`config.mk`:
```
export PLATFORM = sky130hd
export DESIGN_NAME = pqra_ctrl
export DESIGN_NICKNAME = d
export VERILOG_FILES = /design/src/rtl/core/pqra_pkg.sv /design/src/rtl/core/pqra_ctrl.sv
export SDC_FILE = /design/constraint.sdc
export NUM_CORES = 1
export LEC_CHECK = 0
export ABC_AREA = 1
export BUFFER_PORTS_ARGS = -buffer_cell sky130_fd_sc_hd__buf_2
export CAP_MARGIN = 10
export CORE_AREA = 10 10 47 49
export CTS_CLUSTER_SIZE = 10
export DETAILED_ROUTE_END_ITERATION = 8
export DIE_AREA = 0 0 57 59
export GPL_TIMING_DRIVEN = 0
export SYNTH_ARGS = -nofsm -noshare
export SYNTH_HDL_FRONTEND = slang
export SYNTH_SLANG_ARGS = --single-unit
```
`constraint.sdc`:
```
create_clock -name i_clk -period 2.35 [get_ports i_clk]
set_clock_uncertainty 0.15 [all_clocks]
set_input_delay 0.1175 -clock i_clk [delete_from_list [all_inputs] [get_ports i_clk]]
set_output_delay 0.1175 -clock i_clk [all_outputs]
set_load 0.01 [all_outputs]
```
`src/rtl/core/pqra_pkg.sv`:
```
// Shared widths, codes and controller/datapath interface types.
// No dependencies; used by every pqra module.
`default_nettype none
package pqra_pkg;
    localparam int RATE_W  = 22;
    localparam int TPS_W   = 10;
    localparam int LIMP_W  = 11;
    localparam int MINP_W  = 10;
    localparam int BYTES_W = 20;
    localparam int PKTS_W  = 11;
    localparam int TAG_W   = 16;
    localparam int LEN_W   = 14;
    localparam int RND_W   = 8;
    localparam int NOW_W   = 32;
    localparam int CNT32_W = 32;
    localparam int VERD_W  = 3;
    localparam int DIVD_W  = RATE_W + 1;
    localparam int DCNT_W  = $clog2(DIVD_W + 1);
    localparam int CFGA_W  = 3;

    localparam int IN_DATA_W  = 80;
    localparam int IN_USER_W  = 2;
    localparam int OUT_DATA_W = 160;

    localparam logic [CFGA_W-1:0] REG_RATE  = 3'd0;
    localparam logic [CFGA_W-1:0] REG_TPS   = 3'd1;
    localparam logic [CFGA_W-1:0] REG_LIMP  = 3'd2;
    localparam logic [CFGA_W-1:0] REG_MINP  = 3'd3;
    localparam logic [CFGA_W-1:0] REG_LIMB  = 3'd4;
    localparam logic [CFGA_W-1:0] REG_MINB  = 3'd5;

    localparam logic [RATE_W-1:0]  RATE_RST = 22'd320;
    localparam logic [TPS_W-1:0]   TPS_RST  = 10'd250;
    localparam logic [LIMP_W-1:0]  LIMP_RST = 11'd1024;
    localparam logic [MINP_W-1:0]  MINP_RST = 10'd512;
    localparam logic [BYTES_W-1:0] LIMB_RST = 20'd49152;
    localparam logic [BYTES_W-1:0] MINB_RST = 20'd12288;

    localparam logic [VERD_W-1:0] V_PASS     = 3'd0;
    localparam logic [VERD_W-1:0] V_QUEUED   = 3'd1;
    localparam logic [VERD_W-1:0] V_HARD     = 3'd2;
    localparam logic [VERD_W-1:0] V_CONG     = 3'd3;
    localparam logic [VERD_W-1:0] V_RELEASED = 3'd4;
    localparam logic [VERD_W-1:0] V_NONE     = 3'd5;

    typedef struct packed {
        logic load_in;
        logic div_start;
        logic div_sel_len;
        logic save_q;
        logic save_l;
        logic eval;
        logic commit;
    } t_cmd;

    typedef struct packed {
        logic div_done;
        logic out_free;
        logic poll;
    } t_sts;
endpackage
`default_nettype wire

```
`src/rtl/core/pqra_ctrl.sv`:
```
// Sequencing state machine for enqueue and poll items.
// Depends on pqra_pkg.
`default_nettype none
module pqra_ctrl (
    input  wire                  i_clk,
    input  wire                  i_rst_n,
    input  wire                  i_in_valid,
    output logic                 o_in_ready,
    input  pqra_pkg::t_sts       i_sts,
    output pqra_pkg::t_cmd       o_cmd
);
    typedef enum logic [6:0] {
        S_IDLE   = 7'b0000001,
        S_STQ    = 7'b0000010,
        S_WQ     = 7'b0000100,
        S_STL    = 7'b0001000,
        S_WL     = 7'b0010000,
        S_EVAL   = 7'b0100000,
        S_COMMIT = 7'b1000000
    } t_state;

    t_state r_state, n_state;

    always_ff @(posedge i_clk) begin
        if (!i_rst_n) begin
            r_state <= S_IDLE;
        end else begin
            r_state <= n_state;
        end
    end

    always_comb begin
        n_state = r_state;
        o_cmd   = '0;
        case (r_state)
            S_IDLE: begin
                o_cmd.load_in = i_in_valid;
                if (i_in_valid) n_state = S_STQ;
            end
            S_STQ: begin
                // A poll needs no division.
                o_cmd.div_start = !i_sts.poll;
                n_state = i_sts.poll ? S_EVAL : S_WQ;
            end
            S_WQ: begin
                o_cmd.save_q = i_sts.div_done;
                if (i_sts.div_done) n_state = S_STL;
            end
            S_STL: begin
                o_cmd.div_start   = 1'b1;
                o_cmd.div_sel_len = 1'b1;
                n_state = S_WL;
            end
            S_WL: begin
                o_cmd.save_l = i_sts.div_done;
                if (i_sts.div_done) n_state = S_EVAL;
            end
            S_EVAL: begin
                o_cmd.eval = 1'b1;
                n_state = S_COMMIT;
            end
            S_COMMIT: begin
                o_cmd.commit = i_sts.out_free;
                if (i_sts.out_free) n_state = S_IDLE;
            end
            default: n_state = S_IDLE;
        endcase
    end

    assign o_in_ready = (r_state == S_IDLE);
endmodule
`default_nettype wire

```
==> metrics.log, run 1 <==
INFO  metric status = completed
INFO  metric post_route_cells_drive_above_1_share = 34.0%
INFO  metric register_to_register_setup_slack = 0.98 ns
INFO  metric dpl_worst_slack = around 0.98 ns
INFO  metric drt_pass1_iterations = 4
INFO  metric clock_latency = between 0.2 and 0.3 ns
INFO  metric detailroute.via_count = between 500 and 600
INFO  metric cp-start-kind = register
INFO  metric drc = 0
INFO  metric fmax = between 600 and 700 MHz
INFO  metric final-max-slew-violation-count = 0
INFO  metric initial_core_util = between 30% and 40%
INFO  metric ys_types = 16
INFO  metric cts.sinks = 7
INFO  metric tritoncts.num_buffers = 3
INFO  metric antenna-diode-count = 0
INFO  metric timing_worst_setup_path_type = reg -> out
INFO  metric finalSetupViolCount = 0
INFO  metric initialDrtViolationCount = 11
INFO  metric place.detailed.hpwl = 1.04 mm
INFO  metric timing.final.ws_setup = ~0.74 ns
INFO  metric cts_setup_buffers = 0
INFO  metric worstSetupEndpointType = primary output
INFO  metric finalCritPeriodShare = just under 70%
INFO  metric grt_use_total = between 7 and 8%
INFO  metric ant_nets = 0
INFO  metric largest_register_ffs = 7
INFO  metric final.setup.tns = 0 ns
INFO  metric final.min_clock_period = ~1.6 ns
INFO  metric die_width = between 50 and 60 microns
INFO  metric p_leak = about 0.00038 uW
INFO  metric whs_path_depth = 3
INFO  metric synth-seq-cells = 7
INFO  metric register_bank_with_the_most_flops = r_state
INFO  metric whs = between 0.006 and 0.007 ns
INFO  metric synth.yosys.seq_area_share = between 20% and 30%
INFO  metric fillerInstances = roughly 160
INFO  metric worst_r2r_path_depth = 8
INFO  metric grt_first_pass_wirelength = about 2.2 mm
INFO  metric ioPinCount = 14
INFO  metric avgSynthCellArea = around 6.1 sq um
INFO  metric clock_tree_from_tritoncts = done
INFO  metric route.final.wire_length = 1.23 mm
INFO  metric cts_repair_resize_count = 0
INFO  metric fp.dieH = between 50 and 60 microns
INFO  metric clock_path_buffers = 2
INFO  metric netlist_area = 520 sq um
INFO  metric io_buffers = 13
INFO  metric worst_ep_required_time = 2.08 ns
INFO  metric power_density_cells = just over 900 mW/mm^2
INFO  metric layout_commonest_cell = sky130_fd_sc_hd__nand2_1
INFO  metric peakVddDrop = ~440 uV
INFO  metric cts-hold-fix-buffers = 1
INFO  metric fin_nets = 110
INFO  metric placement_rows = 14
INFO  metric drv.max_cap_violation_count = 0
INFO  metric critical_path_arrival = 1.35 ns
INFO  metric hp-class = in -> reg
INFO  metric post_synth_inst_count = 85
INFO  metric final_util = between 40% and 50%
INFO  metric slew_headroom = 86.3%
INFO  metric top_regs = r_state (7)
INFO  metric maximum_level_of_the_cts_h_tree = 1
INFO  metric grt_remaining_overflow = 0
INFO  metric via_count_of_the_first_global_routing_pass = about 560
INFO  metric unrepaired_setup_endpoints_after_global_routing = false
INFO  metric mappedNetlistNets = between 90 and 100
INFO  metric route.detailed.wl_per_inst = around 10 microns
INFO  metric crit_fanout = 4
INFO  metric cts.clk_slew.worst_paths = 0.06 ns
INFO  metric dieArea = about 0.0034 sq mm
INFO  metric gp_congestion = ~0.76
INFO  metric floorplan.core_area = between 0.001 and 0.0015 sq mm
INFO  metric synth.yosys.warnings = 0
INFO  metric clock_root_buffer = sky130_fd_sc_hd__clkbuf_4
INFO  metric most_used_cells_in_the_layout_excluding_fill_and_tap_cells = 18 x sky130_fd_sc_hd__nand2_1, 17 x sky130_fd_sc_hd__nor2_1, 13 x sky130_fd_sc_hd__inv_1, 13 x sky130_fd_sc_hd__buf_2, 7 x sky130_fd_sc_hd__dfxtp_1
INFO  metric flow.area_growth_from_synthesis = 23.3%
INFO  metric hold_viol_final = 0
INFO  metric antenna_violations_before_repair = 0
INFO  metric drt_via_density = approximately 4.7
INFO  metric worst_slew_pin_tran = approximately 0.20 ns
INFO  metric grt_start_max_net_pins = 7
INFO  metric power = ~590 uW
## path summary, 6_finish.rpt
| path | to | startpoint |
|---|---|---|
| max | o_cmd[5] | r_state[4]$_SDFFE_PN0P_ |
| min | r_state[1]$_SDFFE_PN0P_ | i_in_valid |
| max reg2reg | r_state[0]$_SDFFE_PN1P_ | r_state[4]$_SDFFE_PN0P_ |
| min reg2reg | r_state[2]$_SDFFE_PN0P_ | r_state[2]$_SDFFE_PN0P_ |
## cell families after synthesis
logic type	after synthesis	share of synthesized area (%)
simple gates	59	58.2
compound gates	2	2.64
flops	7	26.9
buf+inv	17	12.3
## synthesized netlist by cell type
| cell | n | area, sq um |
|---|---|---|
| sky130_fd_sc_hd__nand2_1 | 18 | 67.6 |
| sky130_fd_sc_hd__inv_2 | 4 | 15.0 |
| sky130_fd_sc_hd__nor4_1 | 1 | 6.26 |
| sky130_fd_sc_hd__nor2_4 | 2 | 22.5 |
| sky130_fd_sc_hd__dfxtp_1 | 7 | 140 |
| sky130_fd_sc_hd__a21oi_2 | 1 | 8.76 |
| sky130_fd_sc_hd__nand2_4 | 2 | 22.5 |
| sky130_fd_sc_hd__inv_1 | 13 | 48.8 |
| sky130_fd_sc_hd__nand4_1 | 1 | 6.26 |
| sky130_fd_sc_hd__nand2_2 | 5 | 31.3 |
| sky130_fd_sc_hd__nor2_2 | 2 | 12.5 |
| sky130_fd_sc_hd__nand3_1 | 6 | 30.0 |
| sky130_fd_sc_hd__a21oi_1 | 1 | 5.00 |
| sky130_fd_sc_hd__nor2_1 | 17 | 63.8 |
| sky130_fd_sc_hd__nand3_2 | 3 | 30.0 |
| sky130_fd_sc_hd__nor3_1 | 2 | 10.0 |
## final cells by class
type,instances,area (sq um),share of cell area (%)
tap,16,20.0,3.12
clock buffer,4,26.3,4.09
timing repair buffer,14,75.1,11.7
multi-input combinational,61,317,49.3
sequential,7,140,21.8
inverter,17,63.8,9.94
## per-layer routing
layer / GRT usage [%] / wire [microns] / up-vias
met5: 0 / 0 / -
met1: 8.65 / 564 / 249
met3: 1.72 / 51 / 4
met4: 5.03 / 26 / 0
li1: - / - / 293
met2: 13.3 / 584 / 11
## power by group
part	internal, uW	total [uW]	switching [uW]
clock network	65.0	112	46.8
logic	110	300	189
registers	143	175	31.5
total	319	586	268
## stage by stage
stage                     cell area, sq um  std cells
final                                  642        119
after global placement                 606        114
after floorplan                        520         85
after global routing                   642        119
after CTS                              642        119
after detailed placement               606        114
## worst max-delay path, stage by stage (launching register included)
cell and delay, ns:
sky130_fd_sc_hd__dfxtp_1 0.32, sky130_fd_sc_hd__inv_1 0.10, sky130_fd_sc_hd__nand2_2 0.09, sky130_fd_sc_hd__nor2_4 0.15, sky130_fd_sc_hd__nand4_1 0.20, sky130_fd_sc_hd__nand2_1 0.12, sky130_fd_sc_hd__buf_2 0.13
No activity file was read; power rests on OpenSTA's default activity.
==> run 2, diff against run 1 <==
--- a/config.mk
+++ b/config.mk
@@ -5,7 +5,7 @@
 export SDC_FILE = /design/constraint.sdc
 export NUM_CORES = 1
 export LEC_CHECK = 0
-export ABC_AREA = 1
+export ABC_AREA = 0
 export BUFFER_PORTS_ARGS = -buffer_cell sky130_fd_sc_hd__buf_2
 export CAP_MARGIN = 10
 export CORE_AREA = 10 10 47 49
==> constraint.sdc (replaced) <==
create_clock -name i_clk -period 1.66 [get_ports i_clk]
set_clock_uncertainty 0.15 [all_clocks]
set_input_delay 0.083 -clock i_clk [delete_from_list [all_inputs] [get_ports i_clk]]
set_output_delay 0.083 -clock i_clk [all_outputs]
set_load 0.01 [all_outputs]
==> run 2 against run 1 <==
The flow now finishes with violations (setup timing); final area grew 15%; clock power is 40% higher; hold slack improved by 0.0035 ns; critical path type is now reg -> reg; largest cell class unchanged; largest power group is now registers; highest routed layer is now met3.
==> metrics.log, run 2 <==
INFO  metric avgSynthCellArea = a little over 8 sq um
INFO  metric crit_fanout = 5
INFO  metric ys_types = 31
INFO  metric cp-start-kind = register
INFO  metric largest_register_ffs = 7
INFO  metric worstSetupEndpointType = register
INFO  metric holdPathEnd = r_state[2]$_SDFFE_PN0P_
INFO  metric combinationalPowerShare = a little under a third
INFO  metric route.final.wire_length = roughly 1.4 mm
INFO  metric clock_latency = approximately 0.26 ns
INFO  metric drt_via_density = ~5.3
INFO  metric most_used_cells_in_the_layout_excluding_fill_and_tap_cells = 12 x sky130_fd_sc_hd__buf_2, 9 x sky130_fd_sc_hd__buf_4, 8 x sky130_fd_sc_hd__nor2_1, 4 x sky130_fd_sc_hd__dfxtp_2
INFO  metric top_regs = r_state (7)
INFO  metric initialDrtViolationCount = 14
INFO  metric tritoncts.num_buffers = 3
INFO  metric worst_ep_required_time = ~1.7 ns
INFO  metric place.detailed.hpwl = 897 microns
INFO  metric min_from = i_sts[0]
INFO  metric yosys-top-cells-area = sky130_fd_sc_hd__dfxtp_1 28%, sky130_fd_sc_hd__nor2_1 6.1%, sky130_fd_sc_hd__and3_1 5.1%, sky130_fd_sc_hd__nor4_4 4.3%, sky130_fd_sc_hd__xnor2_1 3.6%
INFO  metric flow.area_growth_from_synthesis = 49.9%
INFO  metric grt_first_pass_wirelength = 2.20 mm
INFO  metric mappedNetlistNets = 67
INFO  metric p_leak = 0.000340 uW
INFO  metric ant_nets = 0
INFO  metric timing.final.ws_setup = -0.0428 ns
INFO  metric antenna_violations_before_repair = 0
INFO  metric via_count_of_the_first_global_routing_pass = about 500
INFO  metric yosys.cell_count.top_type = sky130_fd_sc_hd__nor2_1
INFO  metric whs_path_depth = 4
INFO  metric violated_checks = setup timing
INFO  metric register_bank_with_the_most_flops = r_state
INFO  metric register_to_register_setup_slack = -0.04 ns
INFO  metric power = 488 uW
INFO  metric dpl.cell_count = 90
INFO  metric cts.clk_slew.worst_paths = ~0.050 ns
INFO  metric timing_worst_setup_path_type = reg -> reg
INFO  metric synth_top_area_share = about 28%
INFO  metric floorplan.core_area = between 0.001 and 0.0015 sq mm
INFO  metric power_density_cells = about 660 mW/mm^2
INFO  metric grt_use_total = 7.93%
INFO  metric switchingPower = roughly 140 uW
INFO  metric finalSetupViolCount = 2
INFO  metric final.min_clock_period = 1.70 ns
INFO  metric drc = 0
INFO  metric synth-seq-cells = 7
INFO  metric fp.dieH = 59 microns
INFO  metric synth.yosys.warnings = 0
INFO  metric r2r_start = r_state[2]$_SDFFE_PN0P_
INFO  metric gp_congestion = roughly 0.7
INFO  metric finalCritPeriodShare = 103%
INFO  metric io_buffers = 13
INFO  metric placement_rows = 14
INFO  metric grt_remaining_overflow = 0
INFO  metric final.setup.tns = -0.0579 ns
INFO  metric share_clk_of_total_power = between 30 and 40%
INFO  metric ioPinCount = 14
INFO  metric cellInternalPower = about 350 uW
INFO  metric fin_cells = ~100
INFO  metric route.detailed.wl_per_inst = between 10 and 15 microns
INFO  metric fmax = between 500 and 600 MHz
INFO  metric detailroute.via_count = 541
INFO  metric status = finished with violations
INFO  metric slew_headroom = between 70% and 80%
INFO  metric layout_commonest_cell = sky130_fd_sc_hd__buf_2
INFO  metric maximum_level_of_the_cts_h_tree = 1
INFO  metric unrepaired_setup_endpoints_after_global_routing = true
INFO  metric final-max-slew-violation-count = 0
INFO  metric power_frac_seq = between 30% and 40%
INFO  metric drv.max_cap_violation_count = 0
INFO  metric postSynth.asyncResetShare = 0%
INFO  metric grt_start_max_net_pins = 9
INFO  metric die_width = roughly 57 microns
INFO  metric final_util = 52.6%
INFO  metric netlist_area = a little under 500 sq um
INFO  metric postSynth.topFlopCell = sky130_fd_sc_hd__dfxtp_1
INFO  metric timing.rr.end = r_state[0]$_SDFFE_PN1P_
INFO  metric netSwitchingFraction = 28.8%
INFO  metric hold_viol_final = 0
INFO  metric synth.yosys.seq_area_share = roughly 28%
INFO  metric initial_core_util = about a third
INFO  metric post_synth_most_frequent_cells = 8 x sky130_fd_sc_hd__nor2_1, 7 x sky130_fd_sc_hd__dfxtp_1, 4 x sky130_fd_sc_hd__and3_1
INFO  metric clock_path_buffers = 2
INFO  metric antenna-diode-count = 0
INFO  metric worst_slew_pin_tran = approximately 0.33 ns
INFO  metric fin_nets = 94
INFO  metric clock_tree_from_tritoncts = done
INFO  metric drt_pass1_iterations = 4
INFO  metric cts.sinks = 7
INFO  metric peakVddDrop = around 410 uV
INFO  metric post_synth_inst_count = between 60 and 70
INFO  metric hp-class = in -> reg
INFO  metric worst_r2r_path_depth = 7
INFO  metric synth_top_cell_by_area = sky130_fd_sc_hd__dfxtp_1
INFO  metric critical_path_arrival = approximately 1.7 ns
INFO  metric synth_enable_flop_cells = 0
INFO  metric post_route_cells_drive_above_1_share = 47.1%
INFO  metric clock_root_buffer = sky130_fd_sc_hd__clkbuf_4
INFO  metric dieArea = 0.00336 sq mm
[run 2: layout make-up]
type                       count  area (sq um)
timing repair buffer          25           170
fill                         143           664
inverter                       3          11.3
sequential                     7           153
clock buffer                   4          26.3
multi-input combinational     48           357
tap                           16          20.0
[run 2: routing by layer]
layer  GRT usage (%)  wire length [microns]  vias up
met3            3.00                     75        0
met1            9.33                    602      251
met5               0                      0        -
met4            2.01                      0        0
met2            13.2                    709       16
li1                -                      -      274
[run 2: logic make-up after synthesis]
group | count (synthesis) | share of synthesized area [%]
buffers and inverters | 6 | 7.12
XOR/XNOR | 2 | 3.56
AO/OA/AOI/OAI | 11 | 17.6
AND/OR/NAND/NOR | 35 | 43.3
flip-flops | 7 | 28.5
[run 2: how the worst max path moves through the flow]
stage                            start                      end  depth (start not counted)
5_1_grt        r_state[2]$_SDFFE_PN0P_  r_state[0]$_SDFFE_PN1P_                          7
6_report       r_state[2]$_SDFFE_PN0P_  r_state[0]$_SDFFE_PN1P_                          7
2_1_floorplan  r_state[2]$_SDFFE_PN0P_  r_state[0]$_SDFFE_PN1P_                          6
3_5_place_dp   r_state[2]$_SDFFE_PN0P_  r_state[0]$_SDFFE_PN1P_                          6
4_1_cts        r_state[1]$_SDFFE_PN0P_  r_state[0]$_SDFFE_PN1P_                          8
3_3_place_gp   r_state[2]$_SDFFE_PN0P_  r_state[0]$_SDFFE_PN1P_                          6
[run 2: stage by stage]
step                      hold WS [ns]  setup WS [ns]  area (sq um)
final                          0.00961        -0.0428           737
after detailed placement         0.221         0.0409           577
after global routing            0.0676         -0.122           737
after global placement           0.209         0.0468           577
after floorplan                 0.0547          0.158           492
after CTS                      0.00483        -0.0872           676
[run 2: timing repair]
item,4_1_cts,5_1_grt
pin swaps,4,11
gates resized for setup,6,12
buffers inserted,6,5
endpoints found under the hold margin,5,0
hold buffers,2,0
setup endpoints to repair,5,11
[run 2: power groups by stage]
stage          clock network, uW  logic, uW  registers [uW]
4_1_cts                      165        121             185
2_1_floorplan                  0       64.7             184
5_1_grt                      173        159             184
3_3_place_gp                   0       92.2             185
3_5_place_dp                   0       93.2             185
6_report                     157        147             183
[run 2: worst max-delay path: stages, from the launching register on]
cell and delay (ns):
sky130_fd_sc_hd__dfxtp_4 0.37, sky130_fd_sc_hd__nor4_4 0.30, sky130_fd_sc_hd__buf_4 0.17, sky130_fd_sc_hd__nand3_4 0.06, sky130_fd_sc_hd__buf_6 0.12, sky130_fd_sc_hd__o21a_1 0.18, sky130_fd_sc_hd__and3_1 0.18, sky130_fd_sc_hd__a21oi_1 0.10
